--- src/rtl/gbdt_pkg.sv ---
// Shared types, codes and constants of the graph traversal unit.
package gbdt_pkg;

    // Default number of vertex rows in the adjacency store.
    localparam int MAX_VERTICES_DEF = 32;

    // Fixed field widths.
    localparam int VCOUNT_W   = 6;
    localparam int VERT_OUT_W = 5;
    localparam int EDGE_W     = 10;

    // Vertex count after reset.
    localparam logic [VCOUNT_W-1:0] VCOUNT_RST = 6'd32;

    // Operation codes of a request beat.
    typedef enum logic [1:0] {
        OP_ADD_EDGE = 2'd0,
        OP_BFS      = 2'd1,
        OP_DFS      = 2'd2,
        OP_NOP      = 2'd3
    } op_t;

    // Status codes of a response beat.
    typedef enum logic [1:0] {
        ST_OK      = 2'd0,
        ST_INVALID = 2'd1,
        ST_SELF    = 2'd2,
        ST_EXISTS  = 2'd3
    } status_t;

    // Sequencer states.
    typedef enum logic [3:0] {
        S_IDLE,
        S_SINGLE,
        S_FIND,
        S_BFS_POP,
        S_BFS_HEAD,
        S_BFS_ROW,
        S_BFS_SCAN,
        S_DFS_ROW,
        S_DFS_STEP,
        S_DFS_TOP
    } state_t;

    // Request beat.
    typedef struct packed {
        logic [1:0] operation;
        logic [5:0] source_vertex;
        logic [5:0] target_vertex;
    } req_t;

    // Response beat.
    typedef struct packed {
        logic [VERT_OUT_W-1:0] visited_vertex;
        logic [1:0]            status;
        logic [EDGE_W-1:0]     edges_total;
        logic                  last_of_run;
    } rsp_t;

endpackage

--- src/rtl/graph_bfs_dfs_traversal_unit.sv ---
// Adjacency bit matrix with edge insertion and breadth-first or depth-first walks.
// Add edge and the unused operation: one response.
// Breadth-first walk: each vertex is dequeued, emitted with a row fetch, then its new neighbors are enqueued.
// Depth-first walk: pace set by the row read and stack read ports.
// The request side is busy for the whole walk; the response register decouples the sides.
// Reset clears the matrix through per-row valid bits at once, with no clearing pass.
module graph_bfs_dfs_traversal_unit #(
    parameter int MAX_VERTICES = gbdt_pkg::MAX_VERTICES_DEF
) (
    input  logic                               clk,
    input  logic                               rst_n,
    input  logic                               req_valid,
    output logic                               req_ready,
    input  gbdt_pkg::req_t                     req,
    output logic                               rsp_valid,
    input  logic                               rsp_ready,
    output gbdt_pkg::rsp_t                     rsp,
    input  logic                               cfg_we,
    input  logic [gbdt_pkg::VCOUNT_W-1:0]      cfg_wdata
);
    import gbdt_pkg::*;

    localparam int VW = (MAX_VERTICES > 1) ? $clog2(MAX_VERTICES) : 1;
    localparam int NW = $clog2(MAX_VERTICES + 1);
    localparam int CW = 7;

    // Lowest set bit of a vertex mask.
    function automatic logic [VW-1:0] lowest_bit(input logic [MAX_VERTICES-1:0] m);
        logic [VW-1:0] idx;
        idx = '0;
        for (int i = MAX_VERTICES - 1; i >= 0; i--) begin
            if (m[i]) begin
                idx = VW'(i);
            end
        end
        return idx;
    endfunction

    // Registers.
    state_t                    state_reg, state_next;
    logic [VCOUNT_W-1:0]       vcount_reg;
    logic [EDGE_W-1:0]         edge_cnt_reg, edge_cnt_next;
    logic [MAX_VERTICES-1:0]   visited_reg, visited_next;
    logic [MAX_VERTICES-1:0]   scan_reg, scan_next;
    logic [MAX_VERTICES-1:0]   row_vld_reg, row_vld_next;
    logic [NW-1:0]             head_reg, head_next;
    logic [NW-1:0]             tail_reg, tail_next;
    logic [NW-1:0]             emit_cnt_reg, emit_cnt_next;
    logic [VW-1:0]             top_reg, top_next;
    logic [1:0]                op_reg, op_next;
    logic [5:0]                src_reg, src_next;
    logic [5:0]                tar_reg, tar_next;
    logic                      rsp_valid_reg;
    rsp_t                      rsp_reg;

    // Memories and their read data.
    logic [MAX_VERTICES-1:0]   adj_mem [MAX_VERTICES];
    logic [VW-1:0]             pend_mem [MAX_VERTICES];
    logic [MAX_VERTICES-1:0]   adj_rd_reg;
    logic                      adj_rd_vld_reg;
    logic [VW-1:0]             pend_rd_reg;

    // Memory controls.
    logic                      adj_re, adj_we, pend_re, pend_we;
    logic [VW-1:0]             adj_raddr, adj_waddr, pend_raddr, pend_waddr, pend_wdata;
    logic [MAX_VERTICES-1:0]   adj_wdata;

    // Response load.
    logic                      emit;
    rsp_t                      emit_data;

    // Shared decode.
    logic [NW-1:0]             n_act;
    logic [MAX_VERTICES-1:0]   used;
    logic [MAX_VERTICES-1:0]   row_eff;
    logic [MAX_VERTICES-1:0]   unvisited;
    logic [MAX_VERTICES-1:0]   dfs_next;
    logic [VW-1:0]             start_idx, scan_idx, dfs_idx;
    logic [NW-1:0]             tail_less2;
    logic                      slot_free;
    logic                      req_fire;
    logic                      last_emit;
    status_t                   edge_status;

    assign req_ready = (state_reg == S_IDLE);
    assign req_fire  = req_valid && req_ready;
    assign slot_free = !rsp_valid_reg || rsp_ready;
    assign rsp_valid = rsp_valid_reg;
    assign rsp       = rsp_reg;

    // Active vertex count, clamped to the store size.
    assign n_act = (CW'(vcount_reg) > CW'(MAX_VERTICES)) ? NW'(MAX_VERTICES) : NW'(vcount_reg);

    always_comb
    begin
        for (int i = 0; i < MAX_VERTICES; i++) begin
            used[i] = (CW'(i) < CW'(n_act));
        end
    end

    // Row as read, with rows never written reading as zero.
    assign row_eff    = adj_rd_vld_reg ? adj_rd_reg : '0;
    assign unvisited  = used & ~visited_reg;
    assign dfs_next   = row_eff & used & ~visited_reg;
    assign start_idx  = lowest_bit(unvisited);
    assign scan_idx   = lowest_bit(scan_reg);
    assign dfs_idx    = lowest_bit(dfs_next);
    assign tail_less2 = tail_reg - NW'(2);
    assign last_emit  = (emit_cnt_reg == (n_act - NW'(1)));

    // Edge check on the row of the source vertex.
    always_comb
    begin
        priority if ((CW'(src_reg) >= CW'(n_act)) || (CW'(tar_reg) >= CW'(n_act))) begin
            edge_status = ST_INVALID;
        end else if (src_reg == tar_reg) begin
            edge_status = ST_SELF;
        end else if (row_eff[tar_reg[VW-1:0]]) begin
            edge_status = ST_EXISTS;
        end else begin
            edge_status = ST_OK;
        end
    end

    // Next state.
    always_comb
    begin
        state_next = state_reg;
        unique case (state_reg)
            S_IDLE:
            begin
                if (req_fire) begin
                    if ((req.operation == OP_ADD_EDGE) || (req.operation == OP_NOP)) begin
                        state_next = S_SINGLE;
                    end else begin
                        state_next = S_FIND;
                    end
                end
            end
            S_SINGLE:
            begin
                if (slot_free) begin
                    state_next = S_IDLE;
                end
            end
            S_FIND:
            begin
                if (unvisited == '0) begin
                    state_next = S_IDLE;
                end else if (op_reg == OP_BFS) begin
                    state_next = S_BFS_POP;
                end else if (slot_free) begin
                    state_next = S_DFS_ROW;
                end
            end
            S_BFS_POP:  state_next = S_BFS_HEAD;
            S_BFS_HEAD:
            begin
                if (slot_free) begin
                    state_next = S_BFS_ROW;
                end
            end
            S_BFS_ROW:  state_next = S_BFS_SCAN;
            S_BFS_SCAN:
            begin
                if (scan_reg == '0) begin
                    state_next = (head_reg < tail_reg) ? S_BFS_POP : S_FIND;
                end
            end
            S_DFS_ROW:  state_next = S_DFS_STEP;
            S_DFS_STEP:
            begin
                if (dfs_next != '0) begin
                    if (slot_free) begin
                        state_next = S_DFS_ROW;
                    end
                end else if (tail_reg == NW'(1)) begin
                    state_next = S_FIND;
                end else begin
                    state_next = S_DFS_TOP;
                end
            end
            S_DFS_TOP:  state_next = S_DFS_ROW;
            default:    state_next = S_IDLE;
        endcase
    end

    // Datapath controls and register next values.
    always_comb
    begin
        edge_cnt_next = edge_cnt_reg;
        visited_next  = visited_reg;
        scan_next     = scan_reg;
        row_vld_next  = row_vld_reg;
        head_next     = head_reg;
        tail_next     = tail_reg;
        emit_cnt_next = emit_cnt_reg;
        top_next      = top_reg;
        op_next       = op_reg;
        src_next      = src_reg;
        tar_next      = tar_reg;
        adj_re        = 1'b0;
        adj_raddr     = top_reg;
        adj_we        = 1'b0;
        adj_waddr     = src_reg[VW-1:0];
        adj_wdata     = row_eff | (MAX_VERTICES'(1) << tar_reg[VW-1:0]);
        pend_re       = 1'b0;
        pend_raddr    = head_reg[VW-1:0];
        pend_we       = 1'b0;
        pend_waddr    = tail_reg[VW-1:0];
        pend_wdata    = scan_idx;
        emit          = 1'b0;
        emit_data.visited_vertex = '0;
        emit_data.status         = ST_OK;
        emit_data.edges_total    = edge_cnt_reg;
        emit_data.last_of_run    = last_emit;

        unique case (state_reg)
            // Capture the request and fetch the source row.
            S_IDLE:
            begin
                if (req_fire) begin
                    op_next       = req.operation;
                    src_next      = req.source_vertex;
                    tar_next      = req.target_vertex;
                    adj_re        = 1'b1;
                    adj_raddr     = req.source_vertex[VW-1:0];
                    visited_next  = '0;
                    emit_cnt_next = '0;
                end
            end
            // Single response of add edge or the unused operation.
            S_SINGLE:
            begin
                if (slot_free) begin
                    emit                  = 1'b1;
                    emit_data.last_of_run = 1'b1;
                    if ((op_reg == OP_ADD_EDGE) && (edge_status == ST_OK)) begin
                        adj_we                       = 1'b1;
                        row_vld_next[src_reg[VW-1:0]] = 1'b1;
                        edge_cnt_next                = edge_cnt_reg + EDGE_W'(1);
                    end
                    if (op_reg == OP_ADD_EDGE) begin
                        emit_data.status = edge_status;
                    end
                    emit_data.edges_total = edge_cnt_next;
                end
            end
            // Start a new component from the lowest unvisited vertex.
            S_FIND:
            begin
                if ((unvisited != '0) && ((op_reg == OP_BFS) || slot_free)) begin
                    pend_we      = 1'b1;
                    pend_waddr   = '0;
                    pend_wdata   = start_idx;
                    head_next    = '0;
                    tail_next    = NW'(1);
                    visited_next = visited_reg | (MAX_VERTICES'(1) << start_idx);
                    top_next     = start_idx;
                    if (op_reg == OP_DFS) begin
                        emit                     = 1'b1;
                        emit_data.visited_vertex = VERT_OUT_W'(start_idx);
                        emit_cnt_next            = emit_cnt_reg + NW'(1);
                    end
                end
            end
            // Dequeue the head vertex.
            S_BFS_POP:
            begin
                pend_re    = 1'b1;
                pend_raddr = head_reg[VW-1:0];
                head_next  = head_reg + NW'(1);
            end
            // Emit the dequeued vertex and fetch its row.
            S_BFS_HEAD:
            begin
                if (slot_free) begin
                    emit                     = 1'b1;
                    emit_data.visited_vertex = VERT_OUT_W'(pend_rd_reg);
                    emit_cnt_next            = emit_cnt_reg + NW'(1);
                    adj_re                   = 1'b1;
                    adj_raddr                = pend_rd_reg;
                end
            end
            // Neighbors not yet visited.
            S_BFS_ROW:
            begin
                scan_next = row_eff & used & ~visited_reg;
            end
            // Enqueue one neighbor a cycle in ascending order.
            S_BFS_SCAN:
            begin
                if (scan_reg != '0) begin
                    pend_we      = 1'b1;
                    pend_waddr   = tail_reg[VW-1:0];
                    pend_wdata   = scan_idx;
                    tail_next    = tail_reg + NW'(1);
                    visited_next = visited_reg | (MAX_VERTICES'(1) << scan_idx);
                    scan_next    = scan_reg & (scan_reg - MAX_VERTICES'(1));
                end
            end
            // Fetch the row of the stack top.
            S_DFS_ROW:
            begin
                adj_re    = 1'b1;
                adj_raddr = top_reg;
            end
            // Descend to the lowest unvisited neighbor, or pop.
            S_DFS_STEP:
            begin
                if (dfs_next != '0) begin
                    if (slot_free) begin
                        pend_we                  = 1'b1;
                        pend_waddr               = tail_reg[VW-1:0];
                        pend_wdata               = dfs_idx;
                        tail_next                = tail_reg + NW'(1);
                        visited_next             = visited_reg | (MAX_VERTICES'(1) << dfs_idx);
                        top_next                 = dfs_idx;
                        emit                     = 1'b1;
                        emit_data.visited_vertex = VERT_OUT_W'(dfs_idx);
                        emit_cnt_next            = emit_cnt_reg + NW'(1);
                    end
                end else begin
                    tail_next  = tail_reg - NW'(1);
                    pend_re    = (tail_reg != NW'(1));
                    pend_raddr = tail_less2[VW-1:0];
                end
            end
            // New stack top after a pop.
            S_DFS_TOP:
            begin
                top_next = pend_rd_reg;
            end
            default:
            begin
            end
        endcase
    end

    // Control registers.
    always_ff @(posedge clk or negedge rst_n)
    begin
        if (!rst_n) begin
            state_reg     <= S_IDLE;
            vcount_reg    <= VCOUNT_RST;
            edge_cnt_reg  <= '0;
            visited_reg   <= '0;
            row_vld_reg   <= '0;
            head_reg      <= '0;
            tail_reg      <= '0;
            emit_cnt_reg  <= '0;
            rsp_valid_reg <= 1'b0;
        end else begin
            state_reg    <= state_next;
            edge_cnt_reg <= edge_cnt_next;
            visited_reg  <= visited_next;
            row_vld_reg  <= row_vld_next;
            head_reg     <= head_next;
            tail_reg     <= tail_next;
            emit_cnt_reg <= emit_cnt_next;
            if (cfg_we) begin
                vcount_reg <= cfg_wdata;
            end
            if (emit) begin
                rsp_valid_reg <= 1'b1;
            end else if (rsp_ready) begin
                rsp_valid_reg <= 1'b0;
            end
        end
    end

    // Payload registers.
    always_ff @(posedge clk)
    begin
        scan_reg <= scan_next;
        top_reg  <= top_next;
        op_reg   <= op_next;
        src_reg  <= src_next;
        tar_reg  <= tar_next;
        if (emit) begin
            rsp_reg <= emit_data;
        end
    end

    // Adjacency row memory with registered read.
    always_ff @(posedge clk)
    begin
        if (adj_we) begin
            adj_mem[adj_waddr] <= adj_wdata;
        end
        if (adj_re) begin
            adj_rd_reg     <= adj_mem[adj_raddr];
            adj_rd_vld_reg <= row_vld_reg[adj_raddr];
        end
    end

    // Queue and stack memory with registered read.
    always_ff @(posedge clk)
    begin
        if (pend_we) begin
            pend_mem[pend_waddr] <= pend_wdata;
        end
        if (pend_re) begin
            pend_rd_reg <= pend_mem[pend_raddr];
        end
    end

endmodule

--- config.mk ---
export PLATFORM = sky130hd
export DESIGN_NAME = graph_bfs_dfs_traversal_unit
export DESIGN_NICKNAME = d
export VERILOG_FILES = /design/src/rtl/gbdt_pkg.sv /design/src/rtl/graph_bfs_dfs_traversal_unit.sv
export SDC_FILE = /design/constraint.sdc
export NUM_CORES = 2
export LEC_CHECK = 0
export ABC_AREA = 1
export BUFFER_PORTS_ARGS = -buffer_cell sky130_fd_sc_hd__buf_2
export CAP_MARGIN = 20
export CORE_MARGIN = 4
export CORE_UTILIZATION = 55
export CTS_CLUSTER_DIAMETER = 50
export DETAILED_ROUTE_END_ITERATION = 10
export PLACE_DENSITY = 0.79
export SLEW_MARGIN = 40
export SYNTH_ARGS = -nofsm -noshare
export SYNTH_HDL_FRONTEND = slang
export SYNTH_SLANG_ARGS = --single-unit
--- constraint.sdc ---
create_clock -name clk -period 7 [get_ports clk]
set_clock_uncertainty 0.1 [all_clocks]
set_input_delay 1.4 -clock clk [delete_from_list [all_inputs] [get_ports clk]]
set_output_delay 1.4 -clock clk [all_outputs]
set_load 0.02 [all_outputs]
== Word level (Yosys, flattened, before mapping) ==
Memory sizes are Yosys's and may differ from the RTL's. A register that Yosys moved wholly into a read port is not among the register bits.
Index checks and enable logic that the tools add are counted.
W data, S select, Z words.

* Bits in registers: 173
* Memory bits (writable): 1184
* Input bits: 25
* Output and inout port bits: 20
* Word-level logic and storage cells: 331
* Memories kept: 2

{| class="wikitable"
|+ Memory list
! name !! words !! width !! read ports !! clocked after Yosys merged registers in !! wr ports !! line !! source
|-
| adj_mem || 32 || 32 || 1 || 1 || 1 || graph_bfs_dfs_traversal_unit.sv:57 || <nowiki>logic [MAX_VERTICES-1:0] adj_mem [MAX_VERTICES];</nowiki>
|-
| pend_mem || 32 || 5 || 1 || 1 || 1 || graph_bfs_dfs_traversal_unit.sv:58 || <nowiki>logic [VW-1:0] pend_mem [MAX_VERTICES];</nowiki>
|}

* Add/subtract/negate cells: 8
* Magnitude comparators: 40
* Eq/ne operators: 26
* Shift-type cells: 4
* Muxes and demuxes: 185
* Bitwise operators: 10
* Reductions and logical operators: 37

{| class="wikitable"
|+ Operator list
! operator !! number
|-
| $mux W5 || 113
|-
| $mux W32 || 7
|-
| $or A32 B32 Y32 || 5
|-
| $and A32 B32 Y32 || 4
|-
| $pmux W32 S4 || 1
|-
| $shl A1 B5 Y32 const A || 4
|-
| $lt A5 B6 Y1 const A || 16
|-
| $reduce_bool A32 Y1 || 3
|-
| $mux W6 || 11
|-
| $logic_not A32 Y1 || 2
|-
| $pmux W32 S2 || 1
|-
| $lt A4 B6 Y1 const A || 8
|-
| $pmux W4 S10 || 1
|-
| $mux W4 || 9
|-
| $not A32 Y32 || 1
|-
| $sub A32 B1 Y32 const B || 1
|-
| $pmux W5 S3 || 2
|-
| $lt A3 B6 Y1 const A || 4
|-
| $pmux W6 S4 || 1
|-
| $mux W11 || 2
|-
| $mux W1 || 21
|-
| $pmux W5 S2 || 2
|-
| $add A6 B1 Y6 const B || 3
|-
| $lt A5 B6 Y1 const B || 3
|-
| other kinds (43) || 85
|}

== Logic depth before layout (Yosys ltp) ==
* Word-level depth: 42
* Gate-level depth with buffers: 46
* Mapped depth without buffers: 46

== Worst setup path before layout ==
Ideal clock, no wire load.

* Path type: register to register
* From: register vcount_reg[5]
* To: memory adj_mem[11][0] in the netlist's numbering, enable pin
* Setup time: 0.422 ns
* Arrival time: 4.266 ns
* Data required time: 6.478 ns
* Setup slack: 2.212 ns
* Cell stages (with the launch flop): 19
* Path buffers: 1
* Period minus slack after synthesis: 4.788 ns
* Cell sequence: dfstp_2 -> buf_6 -> nand2_1 -> nand2_1 -> inv_1 -> ha_1 -> inv_1 -> a21boi_0 -> o21a_1 -> o21a_1 -> o21a_1 -> o21a_1 -> nor4_1 -> inv_1 -> nor2_1 -> nand2_1 -> nor2_1 -> nand2_1 -> nor2_1

* Longest elaborated chain between the ends: 12
* Elaborated cells between the ends (all ways): 13
* Classes of those cells: order compare (3); mux (7); reduce/logical (3)

{| class="wikitable"
|+ RTL lines
! element !! line !! source
|-
| start: declaration || graph_bfs_dfs_traversal_unit.sv:41 || <nowiki>logic [VCOUNT_W-1:0] vcount_reg;</nowiki>
|-
| start signal: assignment || graph_bfs_dfs_traversal_unit.sv:362 || <nowiki>vcount_reg <= cfg_wdata;</nowiki>
|-
| $gt A6 B6 Y1 || graph_bfs_dfs_traversal_unit.sv:92 || <nowiki>assign n_act = (CW'(vcount_reg) > CW'(MAX_VERTICES)) ? NW'(MAX_VERTICES) : NW'(vcount_reg);</nowiki>
|-
| $mux W6 (*) || graph_bfs_dfs_traversal_unit.sv:92 ||
|-
| $ge A6 B6 Y1 || graph_bfs_dfs_traversal_unit.sv:114 || <nowiki>priority if ((CW'(src_reg) >= CW'(n_act)) || (CW'(tar_reg) >= CW'(n_act))) begin</nowiki>
|-
| $logic_or A1 B1 Y1 (*) || graph_bfs_dfs_traversal_unit.sv:114 ||
|-
| $mux W2 (*) || graph_bfs_dfs_traversal_unit.sv:114 ||
|-
| $logic_not A2 Y1 (*) || graph_bfs_dfs_traversal_unit.sv:238 || <nowiki>if ((op_reg == OP_ADD_EDGE) && (edge_status == ST_OK)) begin</nowiki>
|-
| $logic_and A1 B1 Y1 (*) || graph_bfs_dfs_traversal_unit.sv:238 ||
|-
| $mux W1 (*) || graph_bfs_dfs_traversal_unit.sv:238 ||
|-
| $mux W1 (*) || graph_bfs_dfs_traversal_unit.sv:235 || <nowiki>if (slot_free) begin</nowiki>
|-
| $mux W1 (*) || graph_bfs_dfs_traversal_unit.sv:218 || <nowiki>unique case (state_reg)</nowiki>
|-
| $mux W1 (*) || graph_bfs_dfs_traversal_unit.sv:388 || <nowiki>if (adj_we) begin</nowiki>
|-
| $mux W1 (not written as such) (*) || graph_bfs_dfs_traversal_unit.sv:389 || <nowiki>adj_mem[adj_waddr] <= adj_wdata;</nowiki>
|-
| end: declaration || graph_bfs_dfs_traversal_unit.sv:57 ||
|}

Mark *: on every way between the ends. The rest lies on a longest branch, timed or not.

==> summary.txt <==
Final layout
  – Layout cells sized above 1: roughly a tenth
  – Largest register FFs: 1024
  – Fill cells: 7581
  – Largest Register: adj_mem
  – Post-layout nets: ~4900
  – Top flop regs: adj_mem: 1024 flops, pend_mem: 160 flops
  – Commonest cells after routing, fill and taps aside: edfxtp_1, nor2_1, o21ai_0
  – Leading cell type in the layout, fill and taps excluded: edfxtp_1
  – Layout area overhead: 12.4%

Setup path
  – Crit-path slowest cell: edfxtp_1
  – Worst Path Required: 7.50 ns
  – R2r startpoint: adj_rd_vld_reg$_DFFE_PP_
  – CP dominant cell by count: nand2_1
  – Critical Path Sink Type: flop
  – Worst path max stage delay: 0.93 ns
  – Crit path launch: adj_rd_vld_reg$_DFFE_PP_
  – Max FO, Critical Path: 127
  – CP Class: reg -> reg
  – Data arrival, critical path: about 6.8 ns
  – Crit path launch type: flop

Floorplan
  – Die width: 335 um
  – Top-level I/O count: 45
  – Initial Util: 55.7%
  – Cell row count: 119
  – Core outline area: ~110000 sq um
  – Die H: 335 um
  – Die Area: 112000 sq um

Logic synthesis
  – Post-synth EDFFs: 1291
  – Top cells by area, synth: edfxtp_1, o21ai_0, nor2_1
  – Post-Synthesis Net Count: approximately 5000
  – Syn_area_per_cell: 12.0 sq um
  – Top-area cell type share of the netlist area: 65.9%
  – Synth cell types: 66
  – Mapped Area: roughly 59000 sq um
  – Sequential-to-total area share from yosys stat: 70.2%
  – Ys flop type: edfxtp_1
  – Synth Instances: about 5000
  – Seq cells post-synth: 1394
  – Ys Warns: 0
  – Ys async rst share: 7.39%
  – Post-synth top area cell: edfxtp_1

Power
  – Pwr dens: 524 nW/um^2
  – VDD IR max: 578 uV
  – Leak pwr: 0.0229 uW

CTS
  – Root buffer cell: clkbuf_16
  – Clk sinks: 1394
  – Hold Buf Count CTS: 0
  – Gates resized, CTS repair: 0
  – Num CTS Buffers: about 150
  – CTS tree: built
  – Post-CTS Setup Bufs: 0
  – Max Buffers Root-to-Sink: 3
  – Clock transition at path regs: 0.06 ns
  – Clk_lat worst skew: approximately 0.76 ns
  – H-tree depth: 4

Timing
  – RSZ-0062 raised after global routing: no
  – Fin worst setup slack: 0.747 ns
  – Achievable frequency: 160 MHz
  – Setup_tns: 0 ns
  – Tmin final: 6.25 ns
  – Max transition margin: 36.7%
  – Fin crit share: about nine tenths
  – Final setup fails: 0
  – Worst-Margin Slew: 0.950 ns
  – Final Slew Violations: 0
  – Fin. Hold Viols: 0

Routing
  – DRT iter0 DRCs: between 6000 and 7000
  – DRT antenna net count: 0
  – Post-Route WL: 167000 um
  – Per-cell routed wire length: 26.0 um
  – DRC Markers: 0
  – DRT Pass-1 Iters: 6
  – Via count: 41719
  – Via density: ~6.5

Global route
  – First-pass GRT wire length: 247000 um
  – Gr ovfl total: 0
  – Largest net degree at the start of global routing: 149
  – Vias in the first global route: between 40000 and 50000
  – Global Route Usage Sum: 29.2%
  – Initial antenna violation count: 0

Min path
  – HP Start: row_vld_reg[26]$_DFFE_PN0P_
  – Min-delay worst type: reg -> reg

Place
  – Setup Slack @ Placement: 0.942 ns
  – GP Congestion: roughly 0.99
  – PortBufs: 44
  – Dpl hpwl: 92900 um

Flow run
  – Max Cap Viol: 0

Status
  – Status: complete, no violations
[cells by family after synthesis]
| logic type | after synthesis | share of synthesized area, % |
|---|---|---|
| AO/OA/AOI/OAI | 1264 | 13.2 |
| flip-flops | 1394 | 70.2 |
| AND/OR/NAND/NOR | 1600 | 11.3 |
| multiplexers | 1 | 0.0191 |
| buffers and inverters | 570 | 4.09 |
| adder cells (fa/ha/maj) | 29 | 0.616 |
| XOR/XNOR | 31 | 0.461 |
[metal layers]
metal | GRT usage [%] | vias up | wire (um)
met1 | 40.3 | 20181 | 61300
met2 | 44.7 | 3005 | 75700
met4 | 12.1 | 0 | 6850
li1 | - | 18015 | -
met3 | 7.48 | 518 | 22700
met5 | 0 | - | 0
[worst max-delay path: cells and delay by family, from the launching register on]
| kind | cells | cell delay (ns) |
|---|---|---|
| AOI/OAI and AO/OA | 3 | 0.62 |
| and+or+nand+nor | 16 | 2.54 |
| buffers and inverters | 7 | 1.62 |
| DFF | 1 | 0.93 |
[cells in the mapped netlist (7+ instances only)]
library cell and instances:
inv_2 21, buf_1 11, nand4_1 18, nand3_1 237, xnor2_1 7, clkbuf_2 7, ha_1 29, o21ai_1 58
or2_2 19, clkbuf_1 145, edfxtp_1 1291, a21oi_1 74, o311ai_0 8, nand2_2 9, o22ai_1 24, dfrtp_1 102
o21a_1 12, xor2_1 24, buf_2 98, o211ai_1 23, o2111ai_1 7, inv_1 251, nand2_1 382, a31oi_1 48
buf_4 23, nor2_1 875, nor2_4 13, o21ai_0 685, nor3_1 24, o221ai_1 289
[metrics by stage]
stage	area (sq um)	utilization [%]	total power, uW	hold slack [ns]	instances
2_1_floorplan	58900	-	21800	0.324	4889
3_3_place_gp	61100	57.8	26100	0.335	6130
3_5_place_dp	61400	58.0	26600	0.342	6132
4_1_cts	66000	62.5	34200	0.356	6401
5_1_grt	66100	62.6	36300	0.381	6406
6_report	66100	62.6	34600	0.361	6407
[power by group]
part           internal [uW]  switching, uW  total, uW
combinational           4060          11500      15600
sequential             11100            439      11500
clock                   4310           3230       7540
total                  19500          15200      34600
[final cells by class]
cell class                 count  area, sq um  area share, %
clock inverter                93          862           1.30
antenna                        1         2.50        0.00378
clock buffer                 176         3800           5.74
inverter                     281         1100           1.66
timing repair buffer         146         1520           2.29
multi-input combinational   2925        15800           23.8
sequential                  1394        41300           62.5
tap                         1391         1740           2.63
[final timing paths]
kind                       slack (ns)  depth (start not counted)                     endpoint
setup / recovery                 0.75                         26      adj_rd_reg[3]$_DFFE_PP_
hold / removal                   0.36                          2  row_vld_reg[26]$_DFFE_PN0P_
setup reg to reg                 0.75                         26      adj_rd_reg[3]$_DFFE_PP_
hold reg to reg                  0.36                          2  row_vld_reg[26]$_DFFE_PN0P_
max in group asynchronous        5.20                          2  visited_reg[14]$_DFFE_PN0P_
min in group asynchronous        0.57                          1  emit_cnt_reg[3]$_DFFE_PN0P_
No activity file was read; power rests on OpenSTA's default activity.
